===== config.mk =====
export PLATFORM = sky130hd
export DESIGN_NAME = dlcp_ctrl
export DESIGN_NICKNAME = d
export VERILOG_FILES = /design/src/design/dlcp_pkg.sv /design/src/design/dlcp_ctrl.sv
export SDC_FILE = /design/constraint.sdc
export NUM_CORES = 1
export LEC_CHECK = 0
export ABC_AREA = 1
export BUFFER_PORTS_ARGS = -buffer_cell sky130_fd_sc_hd__clkbuf_2
export CAP_MARGIN = 10
export CORE_AREA = 3 3 40 42
export DETAILED_ROUTE_END_ITERATION = 8
export DIE_AREA = 0 0 43 45
export HOLD_SLACK_MARGIN = 0.05
export PLACE_DENSITY = 0.41
export SETUP_SLACK_MARGIN = 0.02
export SLEW_MARGIN = 10
export SYNTH_ARGS = -nofsm -noshare
export SYNTH_HDL_FRONTEND = slang
export SYNTH_SLANG_ARGS = --single-unit

===== constraint.sdc =====
create_clock -name clk -period 0.8 [get_ports clk]
set_input_delay 0.16 -clock clk [delete_from_list [all_inputs] [get_ports clk]]
set_output_delay 0.16 -clock clk [all_outputs]
set_load 0.1 [all_outputs]

===== src/design/dlcp_pkg.sv =====
// Package for the display list command processor.
// Holds opcodes, widths, lookup functions and the controller command struct.
// No dependencies.
package dlcp_pkg;

  localparam int STACK_DEPTH = 64;
  localparam int SP_W = $clog2(STACK_DEPTH);
  localparam int CNT_W = $clog2(STACK_DEPTH + 1);

  localparam logic [7:0] OP_VADR   = 8'h01;
  localparam logic [7:0] OP_IADR   = 8'h02;
  localparam logic [7:0] OP_PRIM   = 8'h04;
  localparam logic [7:0] OP_JUMP   = 8'h08;
  localparam logic [7:0] OP_CALL   = 8'h0A;
  localparam logic [7:0] OP_RET    = 8'h0B;
  localparam logic [7:0] OP_END    = 8'h0C;
  localparam logic [7:0] OP_FINISH = 8'h0F;
  localparam logic [7:0] OP_BASE   = 8'h10;
  localparam logic [7:0] OP_VTYPE  = 8'h12;
  localparam logic [7:0] OP_OFFSET = 8'h13;
  localparam logic [7:0] OP_ORIGIN = 8'h14;
  localparam logic [7:0] OP_BSEL   = 8'h2A;
  localparam logic [7:0] OP_BDATA  = 8'h2B;
  localparam logic [7:0] OP_WSEL   = 8'h3A;
  localparam logic [7:0] OP_WDATA  = 8'h3B;

  localparam logic [1:0] ST_OK    = 2'd0;
  localparam logic [1:0] ST_FULL  = 2'd1;
  localparam logic [1:0] ST_EMPTY = 2'd2;

  localparam logic [1:0] TGT_NONE  = 2'd0;
  localparam logic [1:0] TGT_BONE  = 2'd1;
  localparam logic [1:0] TGT_WORLD = 2'd2;

  localparam logic [0:0] CFG_START = 1'b0;
  localparam logic [0:0] CFG_STALL = 1'b1;

  localparam logic [31:0] WORD_MASK = 32'hFFFFFFFC;
  localparam logic [23:0] BONE_COUNT = 24'd96;
  localparam logic [23:0] WORLD_COUNT = 24'd12;

  typedef struct packed {
    logic exec;
    logic finish;
    logic write_out;
  } dp_cmd_t;

  function automatic logic [2:0] fmt_size(input logic [1:0] f);
    case (f)
      2'd0: fmt_size = 3'd0;
      2'd1: fmt_size = 3'd1;
      2'd2: fmt_size = 3'd2;
      default: fmt_size = 3'd4;
    endcase
  endfunction

  function automatic logic [1:0] fmt_pad(input logic [1:0] f);
    case (f)
      2'd2: fmt_pad = 2'd1;
      2'd3: fmt_pad = 2'd3;
      default: fmt_pad = 2'd0;
    endcase
  endfunction

  function automatic logic [2:0] col_size(input logic [2:0] c);
    case (c)
      3'd0: col_size = 3'd0;
      3'd1, 3'd2, 3'd3: col_size = 3'd1;
      3'd7: col_size = 3'd4;
      default: col_size = 3'd2;
    endcase
  endfunction

  function automatic logic [1:0] col_pad(input logic [2:0] c);
    case (c)
      3'd4, 3'd5, 3'd6: col_pad = 2'd1;
      3'd7: col_pad = 2'd3;
      default: col_pad = 2'd0;
    endcase
  endfunction

  function automatic logic [7:0] pad_to(input logic [7:0] v, input logic [1:0] p);
    pad_to = (v + {6'd0, p}) & ~{6'd0, p};
  endfunction

  // Per-vertex size before morph copies; max is 4*8+4*2+4+4*3+4*3 = 68 plus pads.
  function automatic logic [7:0] vtx_single(input logic [23:0] a);
    logic [7:0] s;
    s = 8'({5'd0, fmt_size(a[10:9])} * ({5'd0, a[16:14]} + 8'd1));
    s = pad_to(s, fmt_pad(a[1:0]));
    s = s + 8'(fmt_size(a[1:0]) * 2);
    s = pad_to(s, col_pad(a[4:2]));
    s = s + {5'd0, col_size(a[4:2])};
    s = pad_to(s, fmt_pad(a[6:5]));
    s = s + 8'(fmt_size(a[6:5]) * 3);
    s = pad_to(s, fmt_pad(a[8:7]));
    s = s + 8'(fmt_size(a[8:7]) * 3);
    vtx_single = s;
  endfunction

  function automatic logic [2:0] vtx_align(input logic [23:0] a);
    logic [2:0] m;
    m = fmt_size(a[10:9]);
    if (col_size(a[4:2]) > m) m = col_size(a[4:2]);
    if (fmt_size(a[6:5]) > m) m = fmt_size(a[6:5]);
    if (fmt_size(a[1:0]) > m) m = fmt_size(a[1:0]);
    if (fmt_size(a[8:7]) > m) m = fmt_size(a[8:7]);
    vtx_align = m;
  endfunction

endpackage


===== src/design/dlcp_ctrl.sv =====
// Controller state machine for the command processor.
// Depends on dlcp_pkg.
module dlcp_ctrl (
  input  logic                clk,
  input  logic                rst_n,
  input  logic                in_valid,
  output logic                in_ready,
  output logic                out_valid,
  input  logic                out_ready,
  output dlcp_pkg::dp_cmd_t   cmd
);

  typedef enum logic [2:0] {
    S_IDLE = 3'b001,
    S_EXEC = 3'b010,
    S_OUT  = 3'b100
  } state_t;

  state_t state_r, state_nxt;
  logic   seen_r;

  always_comb begin
    state_nxt = state_r;
    unique case (state_r)
      S_IDLE: if (in_valid) state_nxt = S_EXEC;
      S_EXEC: state_nxt = S_OUT;
      S_OUT: if (out_ready) state_nxt = in_valid ? S_EXEC : S_IDLE;
      default: state_nxt = S_IDLE;
    endcase
  end

  assign out_valid = (state_r == S_OUT);
  assign in_ready = (state_r == S_IDLE) || ((state_r == S_OUT) && out_ready);
  assign cmd.exec = in_valid && in_ready;
  assign cmd.finish = (state_r == S_EXEC);
  assign cmd.write_out = (state_r == S_EXEC) && seen_r;

  always_ff @(posedge clk) begin
    if (!rst_n) begin
      state_r <= S_IDLE;
      seen_r  <= 1'b0;
    end else begin
      state_r <= state_nxt;
      if (cmd.exec) seen_r <= 1'b1;
    end
  end

`ifndef ASSERT_OFF
  a_exec_then_out: assert property (@(posedge clk) disable iff (!rst_n)
    state_r == S_EXEC |=> state_r == S_OUT) else $error("exec not followed by out");
  a_hold_out: assert property (@(posedge clk) disable iff (!rst_n)
    (state_r == S_OUT && !out_ready) |=> state_r == S_OUT) else $error("out dropped");
  a_accept_exec: assert property (@(posedge clk) disable iff (!rst_n)
    cmd.exec |=> state_r == S_EXEC) else $error("accept lost");
  a_done_seen: assert property (@(posedge clk) disable iff (!rst_n)
    out_valid |-> seen_r) else $error("output without item");
`endif

endmodule


==> results.sh <==
export IMPL_power_switching_w=0.000368
export IMPL_die_x_microns=43
export IMPL_wl_per_cell_microns=8.24
export IMPL_port_buffers=8
export IMPL_fin_cells=67
export IMPL_io_pins=9
export IMPL_setup_slack_ns=-0.548
export IMPL_antenna_found_initial=0
export IMPL_combPwrFrac_pct=49.0
export IMPL_synth_top_area_share_pct=37.2
export IMPL_slew_viol_final=0
export IMPL_ys_seq_area_share_pct=37.2
export IMPL_fillers=135
export IMPL_worst_path_most_repeated_cell="nand2_4"
export IMPL_ir_drop_mv=0.728
export IMPL_post_route_period_util_pct=168
export IMPL_crit_path_cell_trace="inv_2 > nor2_4 > nand2_4 > nand2_8 > nand2_4 > clkinvlp_4 > buf_12"
export IMPL_syn_cell_area_sq_um=215
export IMPL_worstPathArrival_ns=1.19
export IMPL_num_vias=255
export IMPL_cts_tree="built"
export IMPL_cts_root_buf="clkbuf_4"
export IMPL_crit_path_start_kind="flip-flop"
export IMPL_drc=0
export IMPL_skew_ns=0.00359
export IMPL_drt_iter0_drc=2
export IMPL_initial_core_util_pct=16.7
export IMPL_critical_path_class="flip-flop to output port"
export IMPL_grt_usage_pct=7.74
export IMPL_dpl_hpwl_microns=445
export IMPL_switching_share_pct=38.5
export IMPL_synth_nets=36
export IMPL_cts_clk_slew_worst_paths_ns=0.03
export IMPL_setup_tns_ns=-3.49
export IMPL_p_clk_share_pct=26.1
export IMPL_timing_rr_end="seen_r$_SDFFE_PN0P_"
export IMPL_numCtsBuffers=3
export IMPL_rsz0062_at_grt="true"
export IMPL_cts_sinks=4
export IMPL_die_y_microns=45
export IMPL_grt_max_degree=4
export IMPL_slowest_stage="dfxtp_2"
export IMPL_clk_latency_ns=0.23
export IMPL_drive_gt1_share_pct=73.1
export IMPL_synth_distinct_cells=11
export IMPL_dieArea_sq_mm=0.00194
export IMPL_core_rowCount=13
export IMPL_yosysWarnings=0
export IMPL_period_needed_ns=1.35
export IMPL_power_density_mw_per_mm2=1830
export IMPL_power_frac_seq_pct=25.0
export IMPL_endpoint_kind="output port"
export IMPL_seqCellArea_sq_um=86.3
export IMPL_critPathLaunch="state_r[0]$_SDFFE_PN1P_"
export IMPL_vias_per_cell=3.81
export IMPL_finalCoreUtilization_pct=40.6
export IMPL_finalHoldViolCount=0
export IMPL_outcome="complete, but fails checks"
export IMPL_dp_cells=61
export IMPL_n_antenna_cell=0
export IMPL_hold_path_class="input port to flip-flop"
export IMPL_cts_buffer_depth=2
export IMPL_syn_area_per_cell_sq_um=6.73
export IMPL_fmax_mhz=742
export IMPL_synth_seq_cells=4
export IMPL_place_congestion=0.656
export IMPL_cts_max_level=1
export IMPL_endpoint="cmd[2]"
export IMPL_setup_violations=9
export IMPL_rrSetupSlack_ns=-0.31
export IMPL_grt_first_pass_wirelength_mm=1.08
export IMPL_synth_cells=32
export IMPL_slew_headroom_pct=90.1
export IMPL_cpPeakStageDelay_ns=0.35
export IMPL_drtAntennaViolNets=0
export IMPL_dp_slack_ns=-0.339
export IMPL_maxCapViolCount=0
export IMPL_failed_checks="negative setup slack"
export IMPL_synth_area_leader_cell="dfxtp_1"
export IMPL_core_area_sq_mm=0.00128
export IMPL_reg2reg_from="state_r[0]$_SDFFE_PN1P_"
export IMPL_required_ns=0.64
export IMPL_area_growth_pct=142
export IMPL_fin_nets=58
export IMPL_p_leak_nw=0.223
export IMPL_drt_wl_total_microns=552
export IMPL_cp_max_fo=2
export IMPL_holdBufCountCts=0
export IMPL_multi_input_area_sq_um=163
export IMPL_intPower_w=0.000587
export IMPL_yosys_top_cells_area="dfxtp_1, nand3_1, inv_1, nand2_2, nor2_2"
export IMPL_drt_pass1_iterations=2
export IMPL_grt_pass1_vias=265
export IMPL_r2r_cells=8
export IMPL_worst_slew_pin_slew_ns=0.148
export IMPL_overflow=0
==> cells in the final DEF, fill, tap and decap left out, drive strengths merged <==
cell type,count
a21oi,2
buf,14
clkbuf,6
clkinvlp,3
dfxtp,4
inv,6
nand2,6
nand3,6
nor2,4
o21bai,1
==> worst min-delay path by stage <==
stage	slack [ns]	endpoint	startpoint	depth (start not counted)
after floorplan	0.30	state_r[1]$_SDFFE_PN0P_	in_valid	2
after global placement	0.43	state_r[0]$_SDFFE_PN1P_	rst_n	3
after detailed placement	0.44	seen_r$_SDFFE_PN0P_	rst_n	3
after CTS	0.18	seen_r$_SDFFE_PN0P_	rst_n	3
after global routing	0.21	state_r[0]$_SDFFE_PN1P_	rst_n	3
final	0.20	state_r[0]$_SDFFE_PN1P_	rst_n	3
==> per-layer routing <==
metal  global-route usage [%]  share of wire (%)  vias up
li1                         -                  -      137
met1                     8.17                 39      109
met2                     12.3                 51        7
met3                     2.39                6.0        2
met4                     7.23                2.7        0
met5                        0                  0        -
==> synth_stat cells <==
cell type and instances:
inv_1 8, nand3_1 6, dfxtp_1 4, nand2_1 3
nand2_2 3, nor2_1 2, nor2_2 2, a21oi_1 1
a21oi_2 1, inv_2 1, o21bai_1 1
==> final cells by class <==
type,count,share of cell area (%)
Clock buffer,3,4.32
Inverter,9,8.63
Multi-Input combinational cell,19,31.2
Sequential cell,4,16.5
Tap cell,15,3.60
Timing Repair Buffer,17,35.7
==> stage by stage <==
stage / hold slack, ns / power, W / instance area (sq um)
2_1_floorplan: 0.296 / 0.000497 / 267
3_3_place_gp: 0.434 / 0.000652 / 445
3_5_place_dp: 0.436 / 0.000651 / 445
4_1_cts: 0.184 / 0.000958 / 512
5_1_grt: 0.212 / 0.00101 / 522
6_report: 0.196 / 0.000955 / 522
==> cell families (layout without fill, tap and decap cells) <==
group,Yosys count,count (layout),synth area share [%]
compound gates,3,3,9.88
buf+inv,9,29,15.7
flops,4,4,37.2
simple gates,16,16,37.2
==> registers in the layout (all words and copies together), names as in the netlist <==
name     flops
seen_r       1
state_r      3
==> critical path, delay by kind of cell, from the launching register on <==
| family | cells | cell delay [ns] |
|---|---|---|
| buffers and inverters | 3 | 0.31 |
| flip-flops | 1 | 0.35 |
| AND/OR/NAND/NOR | 4 | 0.29 |
==> power groups by stage <==
stage	logic, W	registers, W	clock network (W)
6_report	0.000467	0.000239	0.000249
5_1_grt	0.000496	0.000239	0.000279
4_1_cts	0.000457	0.000238	0.000262
3_5_place_dp	0.000411	0.000240	0
3_3_place_gp	0.000412	0.000240	0
2_1_floorplan	0.000258	0.000239	0
==> repair_timing <==
item | CTS | global route
setup endpoints to repair | 9 | 9
pin swaps | 4 | 1
resized for setup | 6 | 1
buffers inserted | 2 | 1
(Power assumes the default switching activity.)
